`src/rtl/qrr_pkg.sv`:
```
// Shared types and constants for the quadratic real-roots pipeline.
`timescale 1ns / 1ps

package qrr_pkg;

    // Result format: signed Q16.16.
    localparam int OUT_W    = 32;
    localparam int OUT_FRAC = 16;

    // Extra fraction bits put under the discriminant before the square root.
    localparam int SQ_SHIFT = 2 * OUT_FRAC;

    // Width used for the saturation compare of a quotient.
    localparam int CMP_W = 64;

    typedef struct packed {
        logic negd;
        logic degen;
    } t_flags;

endpackage

```
`src/rtl/qrr_disc.sv`:
```
// Two-stage exact discriminant b*b - 4*a*c with negative and zero-a flags.
`timescale 1ns / 1ps

module qrr_disc #(
    parameter int COEF_WIDTH = 16
) (
    input  logic                         i_clk,
    input  logic                         i_rst_n,
    input  logic                         i_en,
    input  logic                         i_valid,
    input  logic signed [COEF_WIDTH-1:0] i_a,
    input  logic signed [COEF_WIDTH-1:0] i_b,
    input  logic signed [COEF_WIDTH-1:0] i_c,
    output logic                         o_valid,
    output logic [2*COEF_WIDTH+1:0]      o_disc,
    output qrr_pkg::t_flags              o_flags,
    output logic signed [COEF_WIDTH-1:0] o_a,
    output logic signed [COEF_WIDTH-1:0] o_b
);
    import qrr_pkg::*;

    localparam int W  = COEF_WIDTH;
    localparam int PW = 2 * W;
    localparam int DW = 2 * W + 2;

    logic signed [PW-1:0] n_bb;
    logic signed [PW-1:0] n_ac;
    logic signed [PW-1:0] r_bb;
    logic signed [PW-1:0] r_ac;
    logic signed [W-1:0]  r_a1;
    logic signed [W-1:0]  r_b1;
    logic                 r_vld1;

    logic signed [DW:0]   n_d;
    t_flags               n_flags;
    logic [DW-1:0]        r_d;
    t_flags               r_flags;
    logic signed [W-1:0]  r_a2;
    logic signed [W-1:0]  r_b2;
    logic                 r_vld2;

    assign n_bb = i_b * i_b;
    assign n_ac = i_a * i_c;

    always_ff @(posedge i_clk) begin
        if (!i_rst_n) begin
            r_vld1 <= 1'b0;
            r_vld2 <= 1'b0;
        end else if (i_en) begin
            r_vld1 <= i_valid;
            r_vld2 <= r_vld1;
        end
    end

    always_ff @(posedge i_clk) begin
        if (i_en) begin
            r_bb <= n_bb;
            r_ac <= n_ac;
            r_a1 <= i_a;
            r_b1 <= i_b;
        end
    end

    assign n_d           = (DW+1)'(r_bb) - ((DW+1)'(r_ac) <<< 2);
    assign n_flags.negd  = n_d[DW];
    assign n_flags.degen = (r_a1 == '0);

    // A flagged item feeds zero downstream; its roots are discarded anyway.
    always_ff @(posedge i_clk) begin
        if (i_en) begin
            r_d     <= (n_flags.negd || n_flags.degen) ? '0 : n_d[DW-1:0];
            r_flags <= n_flags;
            r_a2    <= r_a1;
            r_b2    <= r_b1;
        end
    end

    assign o_valid = r_vld2;
    assign o_disc  = r_d;
    assign o_flags = r_flags;
    assign o_a     = r_a2;
    assign o_b     = r_b2;

endmodule

```
`config.mk`:
```
export PLATFORM = sky130hd
export DESIGN_NAME = qrr_disc
export DESIGN_NICKNAME = d
export VERILOG_FILES = /design/src/rtl/qrr_pkg.sv /design/src/rtl/qrr_disc.sv
export SDC_FILE = /design/constraint.sdc
export NUM_CORES = 2
export LEC_CHECK = 0
export ABC_CLOCK_PERIOD_IN_PS = 20600
export BUFFER_PORTS_ARGS = -buffer_cell sky130_fd_sc_hd__buf_2
export CAP_MARGIN = 0
export CORE_MARGIN = 2
export CORE_UTILIZATION = 50
export DETAILED_ROUTE_END_ITERATION = 7
export PLACE_DENSITY = 0.67
export RECOVER_POWER = 100
export SYNTH_ARGS = -nofsm -noshare
export SYNTH_HDL_FRONTEND = slang
export SYNTH_SLANG_ARGS = --single-unit
export TNS_END_PERCENT = 20
```
`constraint.sdc`:
```
create_clock -name i_clk -period 20.6 [get_ports i_clk]
set_input_delay 4.12 -clock i_clk [delete_from_list [all_inputs] [get_ports i_clk]]
set_output_delay 4.12 -clock i_clk [all_outputs]
set_load 0.005 [all_outputs]
```
==> results.sh <==
export IMPL_endpoint_kind="register"
export IMPL_htreeDepth=4
export IMPL_synth_area_top_cells="fa_1, edfxtp_1, ha_1"
export IMPL_drt_wl_total_um=52600
export IMPL_synth_top_area_cell="fa_1"
export IMPL_grt_max_degree=95
export IMPL_synth_cell_types=75
export IMPL_start_util_pct=50.7
export IMPL_layout_nets=3317
export IMPL_crit_family="adder cells"
export IMPL_ys_ff_latch=163
export IMPL_grt_pass1_vias=18500
export IMPL_first_pass_iters=5
export IMPL_cpPeakStageDelay_ns=0.90
export IMPL_tns_ns=0
export IMPL_cts_repair_resized=0
export IMPL_fp_dieH_um=230
export IMPL_cts_tree="yes"
export IMPL_routabilityCongestion=0.864
export IMPL_post_cts_buffers=0
export IMPL_clk_latency_ns=0.48
export IMPL_synth_commonest_cells="inv_1, fa_1, nand2_1, ha_1, and2_1"
export IMPL_die_area_sq_mm=0.0527
export IMPL_synthMuxAreaShare_pct=0.157
export IMPL_post_route_period_util_pct=54.6
export IMPL_async_flop_share_pct=0
export IMPL_synth_top_area_share_pct=39.1
export IMPL_io_pins=121
export IMPL_fill_cells=4496
export IMPL_netlist_instances=2498
export IMPL_antenna_cells=0
export IMPL_hold_viol_final=0
export IMPL_synthAdderAreaFrac_pct=48.9
export IMPL_drv_cap=3
export IMPL_grt_ovfl_total=0
export IMPL_fmax_mhz=89.0
export IMPL_synth_xor_area_share_pct=3.34
export IMPL_drive_gt1_share_pct=4.45
export IMPL_vias=17100
export IMPL_fin_crit_ns=11.24
export IMPL_status="finished, violations left"
export IMPL_crit_top_cell="fa_1"
export IMPL_yosys_area_share_simple_pct=11.5
export IMPL_hold_class="reg2reg"
export IMPL_path_buf_inv=4
export IMPL_post_dp_hpwl_um=42700
export IMPL_path_class="in2reg"
export IMPL_drtIter0Drc=1037
export IMPL_grt_pass1_wl_um=89300
export IMPL_cts_num_sinks=163
export IMPL_synth_compound_area_share_pct=6.51
export IMPL_core_area_sq_mm=0.0502
export IMPL_crit_fanout=19
export IMPL_critPathRequiredTime_ns=20.82
export IMPL_hold_start="r_b1[1]"
export IMPL_violations="max-capacitance violations, max-slew violations"
export IMPL_synth_edf_count=161
export IMPL_ys_flop_type="edfxtp_1"
export IMPL_tightestPinTransition_ns=5.44
export IMPL_io_buffer_count=119
export IMPL_synth_area_sq_mm=0.0255
export IMPL_crit_start="i_b[15]"
export IMPL_syn_num_nets=3246
export IMPL_die_w_um=230
export IMPL_crit_chain="clkbuf_1, inv_1, nor2_1, fa_1, fa_1, fa_1, fa_1, fa_1, inv_1, fa_1, inv_1, ha_1, and3_1, and3_1, o2111ai_1, o211ai_1, nor4_1, o31ai_1, a21o_1, a21oi_1, xnor2_1"
export IMPL_grt_util_all_layers_pct=21.3
export IMPL_avgSynthCellArea_sq_um=10.2
export IMPL_path_clk_slew_ns=0.07
export IMPL_synth_seq_area_share_pct=19.1
export IMPL_arrival_ns=11.46
export IMPL_r2r_start="r_bb[2]"
export IMPL_synth_top_family_by_area="adder cells"
export IMPL_antenna_found_initial=3
export IMPL_drc_errors=0
export IMPL_area_growth_pct=6.46
export IMPL_wl_per_cell_um=16.2
export IMPL_worstSetupStartpointType="input pin"
export IMPL_drv_slew=200
export IMPL_clock_skew_ns=0.0195
export IMPL_root_buffer="clkbuf_16"
export IMPL_ys_warn_count=0
export IMPL_clk_path_buf_depth=2
export IMPL_r2r_setup_slack_ns=15.31
export IMPL_ctsHoldBuffers=0
export IMPL_slew_headroom_pct=-263
export IMPL_setup_violations_final=0
export IMPL_critPathSlowestCell="fa_1"
export IMPL_cts_buffers=17
export IMPL_rows=82
export IMPL_drtAntennaViolNets=0
export IMPL_synth_most_common_cell="inv_1"
export IMPL_viasPerCell=5.24
export IMPL_rsz0062_at_grt="false"
==> flip-flops by register name, indices dropped and copies added (netlist names) <==
register,flops
o_a,16
o_b,16
o_disc,33
o_flags,2
o_valid,1
r_a1,16
r_ac,32
r_b1,15
r_bb,31
r_vld1,1
==> per-stage QoR <==
stage                     instance area (sq um)  worst slack (ns)  hold WS [ns]  cells  utilization (%)
after CTS                                 27200             10.17         0.419   3254             54.3
final                                     27100              9.36         0.419   3254             54.0
after detailed placement                  26600              9.68         0.405   3222             53.1
after global routing                      27100              8.92         0.424   3254             54.0
after global placement                    26600              9.81         0.402   3222             53.1
after floorplan                           25500             10.52         0.400   2498                -
==> logic make-up (layout without fill, tap and decap cells) <==
group / Yosys count / count (layout)
xor+xnor: 97 / 97
fa+ha+maj: 696 / 696
simple gates: 592 / 592
compound gates: 238 / 238
flops: 163 / 163
buf+inv: 707 / 791
mux: 4 / 4
other cells: 1 / 1
==> cells in the final DEF (no fill, tap or decap), drive strengths merged, types with 4 or more instances in the layout <==
master,netlist,layout
edfxtp,161,161
xnor2,66,66
nor4,7,7
o21bai,13,13
and3,5,5
ha,199,199
a21o,36,36
or2,4,4
nand2,222,222
nor2b,13,13
o31ai,6,6
clkbuf,62,76
nand2b,18,18
a31oi,11,11
nand4,5,5
nor3,14,14
mux2i,4,4
xor2,31,31
a21oi,71,71
inv,639,646
a211oi,10,10
buf,6,61
o21a,12,12
and2,176,176
nor3b,7,7
fa,497,497
nor2,92,92
a31o,8,8
o21ai,40,40
clkinvlp,0,5
nand3,18,18
==> worst register-to-register path, cell delays in order (launching register included) <==
cell,delay (ns)
edfxtp_1,0.36
inv_1,0.07
ha_1,0.23
fa_1,0.22
nor2b_1,0.07
o21a_1,0.17
o21ai_0,0.22
a21oi_1,0.20
o2111ai_1,0.45
nand3b_1,0.26
o21a_1,0.25
o21bai_1,1.96
nor3b_1,0.44
==> final cells by class <==
type,count,area (sq um),share of cell area (%)
well taps,672,841,3.10
clock buffers,17,425,1.57
flip-flops and latches,163,4870,18.0
repair buffers,120,526,1.94
multi-input cells,1628,17900,65.9
clock inverters,15,169,0.623
inverters,639,2400,8.85
==> final timing paths <==
| path | end | cells past startpoint |
|---|---|---|
| max | r_bb[31] | 21 |
| min | o_b[1] | 0 |
| max reg2reg | o_disc[22] | 12 |
| min reg2reg | o_b[1] | 0 |
==> metal layers <==
layer,GRT usage [%],wire (um),share of wire [%],vias to the layer above
met5,0,0,0,-
met4,7.37,1330,2.5,0
met3,2.75,2820,5.4,89
met2,36.2,26600,51,456
met1,28.2,21800,42,8757
li1,-,-,-,7763
Power is not shown: default switching activity piles up to over one toggle a cycle in this logic, so the estimate is an artifact.
